## src/sv/acl_pkg.sv

```systemverilog
package acl_pkg;

  localparam int ENTRIES = 16;
  localparam int IDX_W   = (ENTRIES > 1) ? $clog2(ENTRIES) : 1;
  localparam logic [IDX_W-1:0] LAST_IDX = IDX_W'(ENTRIES - 1);

  localparam int IFACE_W = 2;
  localparam int IP_W    = 32;
  localparam int MAC_W   = 48;
  localparam int TICK_W  = 64;

  localparam int PADDR_W = 4;
  localparam int PDATA_W = 64;

  // register select: paddr bit 3 (registers on 8-byte spacing)
  localparam logic REG_TTL    = 1'b0;
  localparam logic REG_EXPIRY = 1'b1;

  localparam logic CMD_UPDATE = 1'b0;
  localparam logic CMD_LOOKUP = 1'b1;

  typedef struct packed {
    logic [IFACE_W-1:0] iface;
    logic [IP_W-1:0]    ip;
    logic [MAC_W-1:0]   mac;
    logic [TICK_W-1:0]  stamp;
  } entry_t;

  localparam int ENTRY_W = $bits(entry_t);

  typedef enum logic [1:0] {
    ST_IDLE,
    ST_SCAN,
    ST_ACT,
    ST_RESP
  } state_t;

endpackage

```

## src/sv/acl_ram.sv

```systemverilog
module acl_ram #(
  parameter int WIDTH = 8,
  parameter int DEPTH = 16,
  parameter int AW    = (DEPTH > 1) ? $clog2(DEPTH) : 1
) (
  input  logic             clk,
  input  logic             we,
  input  logic [AW-1:0]    waddr,
  input  logic [WIDTH-1:0] wdata,
  input  logic [AW-1:0]    raddr,
  output logic [WIDTH-1:0] rdata
);

  logic [WIDTH-1:0] mem [DEPTH];

  always_ff @(posedge clk) begin
    if (we) begin
      mem[waddr] <= wdata;
    end
    rdata <= mem[raddr];
  end

endmodule

```

## src/sv/arp_cache_lookup_update_top.sv

```systemverilog
// ARP cache with round-robin replacement and TTL expiry.
// A request runs from accept to out_valid as a pipelined scan of the entry RAM, one
// compare per entry, then the update state (ST_ACT) and the result state (ST_RESP);
// a match at slot k ends the scan early.
// A new request is taken only once the previous result has been taken (in_ready in ST_IDLE).
// Reset (rst, synchronous): all entries invalid, replace pointer 0, ttl 0, expiry off.
module arp_cache_lookup_update_top import acl_pkg::*; (
  input  logic               clk,
  input  logic               rst,
  // request
  input  logic               in_valid,
  output logic               in_ready,
  input  logic               cmd,
  input  logic [IFACE_W-1:0] iface_index,
  input  logic [IP_W-1:0]    ip_addr,
  input  logic [MAC_W-1:0]   new_mac,
  input  logic [TICK_W-1:0]  now_ticks,
  // result
  output logic               out_valid,
  input  logic               out_ready,
  output logic               found,
  output logic               expired,
  output logic [MAC_W-1:0]   mac_out,
  // config
  input  logic               psel,
  input  logic               penable,
  input  logic               pwrite,
  input  logic [PADDR_W-1:0] paddr,
  input  logic [PDATA_W-1:0] pwdata,
  output logic [PDATA_W-1:0] prdata,
  output logic               pready
);

  state_t state, state_next;

  logic [TICK_W-1:0]  ttl_limit;
  logic               expiry_enable;

  logic               req_cmd;
  logic [IFACE_W-1:0] req_iface;
  logic [IP_W-1:0]    req_ip;
  logic [MAC_W-1:0]   req_mac;
  logic [TICK_W-1:0]  req_now;

  logic [ENTRIES-1:0] entry_valid;
  logic [IDX_W-1:0]   replace_ptr;

  logic [IDX_W-1:0]   issue_idx;
  logic [IDX_W-1:0]   chk_idx;
  logic               chk_pend;
  logic [IDX_W-1:0]   slot;
  logic               hit;
  logic [MAC_W-1:0]   hit_mac;
  logic [TICK_W-1:0]  hit_stamp;

  logic               ram_we;
  logic [IDX_W-1:0]   ram_waddr;
  entry_t             ram_wdata;
  logic [IDX_W-1:0]   ram_raddr;
  logic [ENTRY_W-1:0] ram_rdata;
  entry_t             rd_entry;

  logic               key_match;
  logic [TICK_W-1:0]  age;
  logic               stale;
  logic               cfg_wr;

  // config port
  assign pready = 1'b1;
  assign cfg_wr = psel && penable && pwrite;

  always_ff @(posedge clk) begin
    if (rst) begin
      ttl_limit     <= '0;
      expiry_enable <= 1'b0;
    end else if (cfg_wr) begin
      if (paddr[3] == REG_TTL) begin
        ttl_limit <= pwdata;
      end else begin
        expiry_enable <= pwdata[0];
      end
    end
  end

  always_comb begin
    if (paddr[3] == REG_TTL) begin
      prdata = ttl_limit;
    end else begin
      prdata = {{(PDATA_W-1){1'b0}}, expiry_enable};
    end
  end

  // entry store
  acl_ram #(
    .WIDTH(ENTRY_W),
    .DEPTH(ENTRIES),
    .AW   (IDX_W)
  ) u_ram (
    .clk  (clk),
    .we   (ram_we),
    .waddr(ram_waddr),
    .wdata(ram_wdata),
    .raddr(ram_raddr),
    .rdata(ram_rdata)
  );

  assign rd_entry  = entry_t'(ram_rdata);
  assign ram_raddr = issue_idx;

  // shared key compare, one entry per cycle
  assign key_match = chk_pend && entry_valid[chk_idx] &&
                     (rd_entry.iface == req_iface) && (rd_entry.ip == req_ip);

  assign age   = req_now - hit_stamp;
  assign stale = expiry_enable && (age > ttl_limit);

  always_comb begin
    ram_waddr       = hit ? slot : replace_ptr;
    ram_wdata.iface = req_iface;
    ram_wdata.ip    = req_ip;
    ram_wdata.mac   = req_mac;
    ram_wdata.stamp = expiry_enable ? req_now : '0;
  end

  // sequencer
  always_ff @(posedge clk) begin
    if (rst) begin
      state <= ST_IDLE;
    end else begin
      state <= state_next;
    end
  end

  always_comb begin
    state_next = state;
    in_ready   = 1'b0;
    out_valid  = 1'b0;
    ram_we     = 1'b0;
    case (state)
      ST_IDLE: begin
        in_ready = 1'b1;
        if (in_valid) begin
          state_next = ST_SCAN;
        end
      end
      ST_SCAN: begin
        if (key_match || (chk_pend && chk_idx == LAST_IDX)) begin
          state_next = ST_ACT;
        end
      end
      ST_ACT: begin
        ram_we     = (req_cmd == CMD_UPDATE);
        state_next = ST_RESP;
      end
      ST_RESP: begin
        out_valid = 1'b1;
        if (out_ready) begin
          state_next = ST_IDLE;
        end
      end
      default: begin
        state_next = ST_IDLE;
      end
    endcase
  end

  // control registers
  always_ff @(posedge clk) begin
    if (rst) begin
      entry_valid <= '0;
      replace_ptr <= '0;
      chk_pend    <= 1'b0;
      issue_idx   <= '0;
    end else begin
      case (state)
        ST_IDLE: begin
          chk_pend  <= 1'b0;
          issue_idx <= '0;
        end
        ST_SCAN: begin
          chk_pend <= 1'b1;
          if (issue_idx != LAST_IDX) begin
            issue_idx <= issue_idx + 1'b1;
          end
        end
        ST_ACT: begin
          chk_pend <= 1'b0;
          if (req_cmd == CMD_UPDATE) begin
            if (!hit) begin
              entry_valid[replace_ptr] <= 1'b1;
              replace_ptr <= (replace_ptr == LAST_IDX) ? '0 : replace_ptr + 1'b1;
            end
          end else if (hit && stale) begin
            entry_valid[slot] <= 1'b0;
          end
        end
        default: begin
          chk_pend <= 1'b0;
        end
      endcase
    end
  end

  // datapath registers
  always_ff @(posedge clk) begin
    case (state)
      ST_IDLE: begin
        if (in_valid) begin
          req_cmd   <= cmd;
          req_iface <= iface_index;
          req_ip    <= ip_addr;
          req_mac   <= new_mac;
          req_now   <= now_ticks;
        end
        hit <= 1'b0;
      end
      ST_SCAN: begin
        chk_idx <= issue_idx;
        if (key_match) begin
          hit       <= 1'b1;
          slot      <= chk_idx;
          hit_mac   <= rd_entry.mac;
          hit_stamp <= rd_entry.stamp;
        end
      end
      ST_ACT: begin
        if (req_cmd == CMD_UPDATE) begin
          found   <= hit;
          expired <= 1'b0;
          mac_out <= '0;
        end else begin
          found   <= hit && !stale;
          expired <= hit && stale;
          mac_out <= (hit && !stale) ? hit_mac : '0;
        end
      end
      default: begin
      end
    endcase
  end

endmodule

```

## config.mk

```make
export PLATFORM = sky130hd
export DESIGN_NAME = arp_cache_lookup_update_top
export DESIGN_NICKNAME = d
export VERILOG_FILES = /design/src/sv/acl_pkg.sv /design/src/sv/acl_ram.sv /design/src/sv/arp_cache_lookup_update_top.sv
export SDC_FILE = /design/constraint.sdc
export NUM_CORES = 2
export LEC_CHECK = 0
export ABC_AREA = 1
export BUFFER_PORTS_ARGS = -buffer_cell sky130_fd_sc_hd__buf_2
export CAP_MARGIN = 15
export CORE_MARGIN = 3
export CORE_UTILIZATION = 35
export DETAILED_ROUTE_END_ITERATION = 16
export PLACE_DENSITY = 0.53
export SKIP_LAST_GASP = 1
export SYNTH_ARGS = -nofsm -noshare
export SYNTH_HDL_FRONTEND = slang
export SYNTH_HIERARCHICAL = 1
export SYNTH_SLANG_ARGS = --single-unit
```

## constraint.sdc

```tcl
create_clock -name clk -period 8.9 [get_ports clk]
set_input_delay 1.78 -clock clk [delete_from_list [all_inputs] [get_ports clk]]
set_output_delay 1.78 -clock clk [all_outputs]
set_load 0.005 [all_outputs]
```

## Yosys cells after proc, flatten, opt, wreduce, memory -nomap -nowiden

Memories as Yosys holds them, arrays and structs flattened. A register that Yosys moved wholly into a read port is not among the register bits.
Cells that the tools add are included.

- Memory bits (writable): 2336
- Memories kept: 1
- Logic and storage cells: 104
- Output and inout bits: 117
- Flip-flop bits (word level): 410
- Input bits: 222

Memory list:

| memory | words | bits a word | read ports | clocked after memory_dff | wr ports | RTL line | source |
|---|---|---|---|---|---|---|---|
| u_ram.mem | 16 | 146 | 1 | 1 | 1 | acl_ram.sv:14 | `logic [WIDTH-1:0] mem [DEPTH];` |

- Multiplexer cells: 28
- Bitwise operators: 6
- Reductions and logical operators: 25
- Equality and inequality tests: 15
- Add/subtract/negate cells: 3
- Order comparisons: 6

Operator list:

| cell | count |
|---|---|
| 64-bit 2-to-1 mux | 2 |
| 64-bit > comparator | 1 |
| 64-bit subtractor | 1 |
| 16-bit 2-to-1 mux | 3 |
| 32-bit equality test | 1 |
| 16-bit AND | 1 |
| 16-bit inverter | 1 |
| 16-bit bitwise OR | 1 |
| 4-bit by 5-bit less-than comparator with 1-bit output, second input constant | 3 |
| 2-bit AND reduction | 7 |
| 4-bit 2-to-1 mux | 3 |
| 2-bit != test, second input constant | 6 |
| 1-bit logical AND | 11 |
| 1-bit 2-to-1 mux | 11 |
| 3-bit AND reduction | 3 |
| 4-bit by 1-bit adder with 4-bit output, second input constant | 2 |
| 1-bit demux with 4-bit select | 2 |
| 4-bit equality test, second input constant | 2 |
| 4-bit by 1-bit greater-or-equal comparator with 1-bit output, second input constant | 2 |
| 2-bit case mux with 4 select lines | 1 |
| 4-bit case mux with 2 select lines | 1 |
| 2-bit 2-to-1 mux | 3 |
| 1-bit binary-select mux with 4-bit select | 1 |
| 2-bit equality test, second input constant | 2 |
| other kinds (10) | 12 |

## Longest topological paths before layout

- Depth in word-level cells: 8
- Mapped depth: 31
- Depth with buffers taken out: 31

## Modules after synthesis

The synthesis kept the hierarchy.

By module, submodules not included:

| module | times used | sequential area each (um^2) | cells an instance | area each (um^2) |
|---|---|---|---|---|
| acl_ram | 1 | 73070.1 | 8860 | 99810.7 |
| arp_cache_lookup_update_top | 1 | 11390.9 | 2388 | 21629.5 |

## Worst setup path after synthesis

OpenSTA, ideal clock, no wires.

- Path kind: flip-flop to flip-flop
- Start: register state[0]
- End: memory u_ram/mem[12][0] (netlist name) (enable)
- Period minus slack after synthesis: 9.008 ns
- Required time: 8.246 ns
- Setup slack: -0.108 ns
- Data arrival time: 8.354 ns
- Stages on the path, launching flop included: 7
- Path through: dfxtp_1 > inv_1 > ha_1 > nand2_1 > inv_1 > nand3_1 > nor2_1

- Longest elaborated chain between the ends: 4

Ends and longest elaborated chain:

| element | RTL line | source |
|---|---|---|
| start, declared | arp_cache_lookup_update_top.sv:34 | `state_t state, state_next;` |
| start signal, assigned | arp_cache_lookup_update_top.sv:130 | `state <= state_next;` |
| 2-bit equality test | arp_cache_lookup_update_top.sv:139 | `case (state)` |
| 1-bit 2-to-1 mux | arp_cache_lookup_update_top.sv:139 |  |
| via ram_we | arp_cache_lookup_update_top.sv:56 | `logic ram_we;` |
| 1-bit 2-to-1 mux | acl_ram.sv:17 | `if (we) begin` |
| 1-bit 2-to-1 mux (implied by the code) | acl_ram.sv:18 | `mem[waddr] <= wdata;` |
| end, declared | acl_ram.sv:14 |  |

The timed path passes the listed nets, and every way through them passes these cells.

## Final worst setup path

- Start: register req_now[42]
- End: register mac_out[5], data pin

- Longest elaborated chain between the ends: 6

Ends and longest elaborated chain:

| element | RTL line | source |
|---|---|---|
| start, declared | arp_cache_lookup_update_top.sv:43 | `logic [TICK_W-1:0] req_now;` |
| start signal, assigned | arp_cache_lookup_update_top.sv:213 | `req_now <= now_ticks;` |
| 64-bit subtractor | arp_cache_lookup_update_top.sv:114 | `assign age = req_now - hit_stamp;` |
| 64-bit > comparator | arp_cache_lookup_update_top.sv:115 | `assign stale = expiry_enable && (age > ttl_limit);` |
| 1-bit logical AND | arp_cache_lookup_update_top.sv:115 |  |
| 1-bit zero test | arp_cache_lookup_update_top.sv:234 | `mac_out <= (hit && !stale) ? hit_mac : '0;` |
| 1-bit logical AND | arp_cache_lookup_update_top.sv:234 |  |
| 2-bit AND reduction (no source line) | -- |  |
| end signal, assigned | arp_cache_lookup_update_top.sv:234 |  |
| end, declared | arp_cache_lookup_update_top.sv:23 | `output logic [MAC_W-1:0] mac_out,` |

No other way between the ends.
A chain may end at the register's enable or synchronous reset.

==> impl_metrics.env <==
export IMPL_status="finished, final reports clean"
export IMPL_floorplan_io_pins=339
export IMPL_final_cell_mix="nand2_1, edfxtp_1, nand3_1"
export IMPL_min_from="u_ram/rdata[20]"
export IMPL_drtAntennaViolNets=0
export IMPL_hold_path_class="reg -> reg"
export IMPL_wl_per_cell_um=20.9
export IMPL_post_route_drc_count=0
export IMPL_r2r_start="req_now[42]"
export IMPL_area_growth_pct=13.4
export IMPL_postLayoutSetupSlackWorst_ps=3360
export IMPL_yosysSeqAreaShare_pct=69.5
export IMPL_slowest_stage="nor2_1"
export IMPL_grt_pass1_wl_um=503000
export IMPL_crit_required_ps=9520
export IMPL_min_to="hit_stamp[20]"
export IMPL_start_util_pct=35.3
export IMPL_insertion_delay_ps=910
export IMPL_num_fill_cells=32700
export IMPL_cts_max_level=5
export IMPL_drive_gt1_share_pct=8.61
export IMPL_yosysUniqueCellTypes=58
export IMPL_final_area_sq_um=138000
export IMPL_cp_num_buf_inv=2
export IMPL_grt_max_degree=225
export IMPL_setup_viol=0
export IMPL_grt_overflow=0
export IMPL_finalHoldViolCount=0
export IMPL_fin_skew_ps=58.7
export IMPL_dieArea_sq_um=354000
export IMPL_post_cts_buffers=0
export IMPL_p_leak_uw=0.0553
export IMPL_ys_warnings_count=6
export IMPL_viasPerCell=4.94
export IMPL_maxCapViolations=0
export IMPL_slowest_delay_ps=700
export IMPL_relSlewSlack_pct=17.0
export IMPL_seqCellArea_sq_um=84500
export IMPL_crit_path_frequent_cell="nor2_1"
export IMPL_holdPathStages=0
export IMPL_crit_type="reg -> reg"
export IMPL_post_place_ws_ps=3280
export IMPL_cts_buffers=316
export IMPL_crit_chain="ha_1 > nand2_1 > nor2_1 > inv_1 > nor4_1 > nand3_1 > nand3_1 > a21oi_1 > xnor2_1 > ha_1 > nand4_1 > nor4_4 > nand3_2 > nor2_1 > nor2_1 > nand2_1 > nand2_4 > buf_4 > nor2_1"
export IMPL_vias=80500
export IMPL_synth_flop_cell="edfxtp_1"
export IMPL_finalCritPeriodShare_pct=62.3
export IMPL_gp_congestion=0.869
export IMPL_clock_fmax_mhz=180
export IMPL_synth_edff_count=2654
export IMPL_r2r_end="mac_out[5]"
export IMPL_ys_ff_latch=2892
export IMPL_cp_arrival_ps=6160
export IMPL_synth_avg_cell_area_sq_um=10.8
export IMPL_tightest_slew_ps=1250
export IMPL_grt_pass1_vias=76900
export IMPL_clkTransAtPathRegs_ps=60
export IMPL_syn_nets=11600
export IMPL_rsz0062_at_grt="no"
export IMPL_cts_buffer_depth=4
export IMPL_vdd_drop_max_mv=0.223
export IMPL_crit_family="simple AND/OR/NAND/NOR gates"
export IMPL_first_iter_violations=7065
export IMPL_rows=215
export IMPL_cts_root_buf="clkbuf_16"
export IMPL_ff2ff_setup_slack_ps=3360
export IMPL_syn_cell_area_sq_um=121000
export IMPL_cts_tree="done"
export IMPL_multi_input_area_sq_um=29200
export IMPL_r2r_worst_path_cells=19
export IMPL_numPortBuffers=334
export IMPL_die_x_um=595
export IMPL_hpwlAfterDp_um=179000
export IMPL_powerDensity_nw_per_um2=263
export IMPL_final_common_cell="nand2_1"
export IMPL_die_h_um=595
export IMPL_numClockSinks=2892
export IMPL_startpoint_type="register"
export IMPL_firstDrtPassIters=6
export IMPL_finalNetCount=11800
export IMPL_slew_viol_final=0
export IMPL_crit_fanout=31
export IMPL_cts_resized=0
export IMPL_grt_util_all_layers_pct=18.7
export IMPL_antenna_found_initial=23
export IMPL_netlist_instances=11200
export IMPL_wl_um=341000
export IMPL_holdBufCountCts=0
export IMPL_placed_area_sq_um=127000
export IMPL_fin_crit_ps=5540
export IMPL_async_flop_share_pct=0
export IMPL_cp_end_kind="register"
export IMPL_core_area_sq_um=344000
state kept, by name, indices dropped and copies added (netlist names), 2 cells and up:
name	cells
u_ram/mem	2336
u_ram/rdata	146
hit_stamp	64
req_now	64
ttl_limit	64
hit_mac	48
mac_out	48
req_mac	48
req_ip	32
entry_valid	16
chk_idx	4
issue_idx	4
replace_ptr	4
slot	4
req_iface	2
state	2
metal layers:
metal  global-route usage, %  share of wire (%)  wire [um]
met1                    27.4                 47     159000
met2                    29.6                 45     155000
met3                    2.26                6.0      20400
met4                    4.38                2.1       7240
met5                       0                  0          0
metrics by stage:
step | hold slack, ps | cells | util (%) | TNS [ps] | total power, uW
2_1_floorplan | 386 | 11200 | - | -211480 | 21500
3_3_place_gp | 388 | 15700 | 37.0 | 0 | 23400
3_5_place_dp | 389 | 15700 | 37.0 | 0 | 23500
4_1_cts | 401 | 16300 | 40.0 | 0 | 36600
5_1_grt | 403 | 16300 | 40.0 | 0 | 38100
6_report | 399 | 16300 | 40.0 | 0 | 36200
kinds of logic (layout without fill, tap and decap cells):
group | Yosys count | in the layout | synth area share, %
flops | 2892 | 2892 | 69.5
buf+inv | 1944 | 2425 | 6.56
fa+ha+maj | 137 | 137 | 1.42
xor+xnor | 66 | 66 | 0.476
simple gates | 5730 | 5730 | 19.8
compound gates | 478 | 478 | 2.16
other cells | 1 | 6 | 0.00309
synth_stat cells, drive strengths merged (30+ instances only):
cell,count,area (sq um)
nand2,3566,13400
ha,136,1700
buf,402,2180
o21ai,190,966
inv,1406,5280
xor2,41,359
nor2,305,1170
edfxtp,2654,79700
dfxtp,238,4760
clkbuf,135,507
nor3,30,155
nand3,1749,8810
a21oi,232,1210
or2,40,250
layout make-up:
type	count	area share (%)
well taps	4557	4.14
flip-flops and latches	2892	61.3
repair buffers	443	2.02
clock buffers	451	6.52
inverters	1407	3.87
diodes	5	0.00908
clock inverters	124	0.948
multi-input cells	6412	21.2
report_power, final:
group / switching (uW) / total, uW / internal [uW]
Clock: 5300 / 13000 / 7680
Combinational: 4640 / 6550 / 1910
Sequential: 731 / 16700 / 15900
worst max path at each step:
stage	startpoint	end	cells past startpoint
floorplan	state[0]	u_ram/mem[12][0]	6
global placement	req_now[42]	mac_out[5]	21
detailed placement	req_now[42]	mac_out[0]	19
CTS	req_now[42]	mac_out[5]	19
global route	req_now[42]	mac_out[2]	21
finish	req_now[42]	mac_out[5]	19
worst reg2reg max path, delay by kind of cell (launching register included):
kind                       cells  cell delay [ps]
AOI/OAI and AO/OA              1              160
and+or+nand+nor               13             3100
buffers and inverters          2              590
DFF                            1              410
xor gates and xnor gates       1              280
adders and majority gates      2              770
Note: power is estimated with default switching activity, not from simulation.
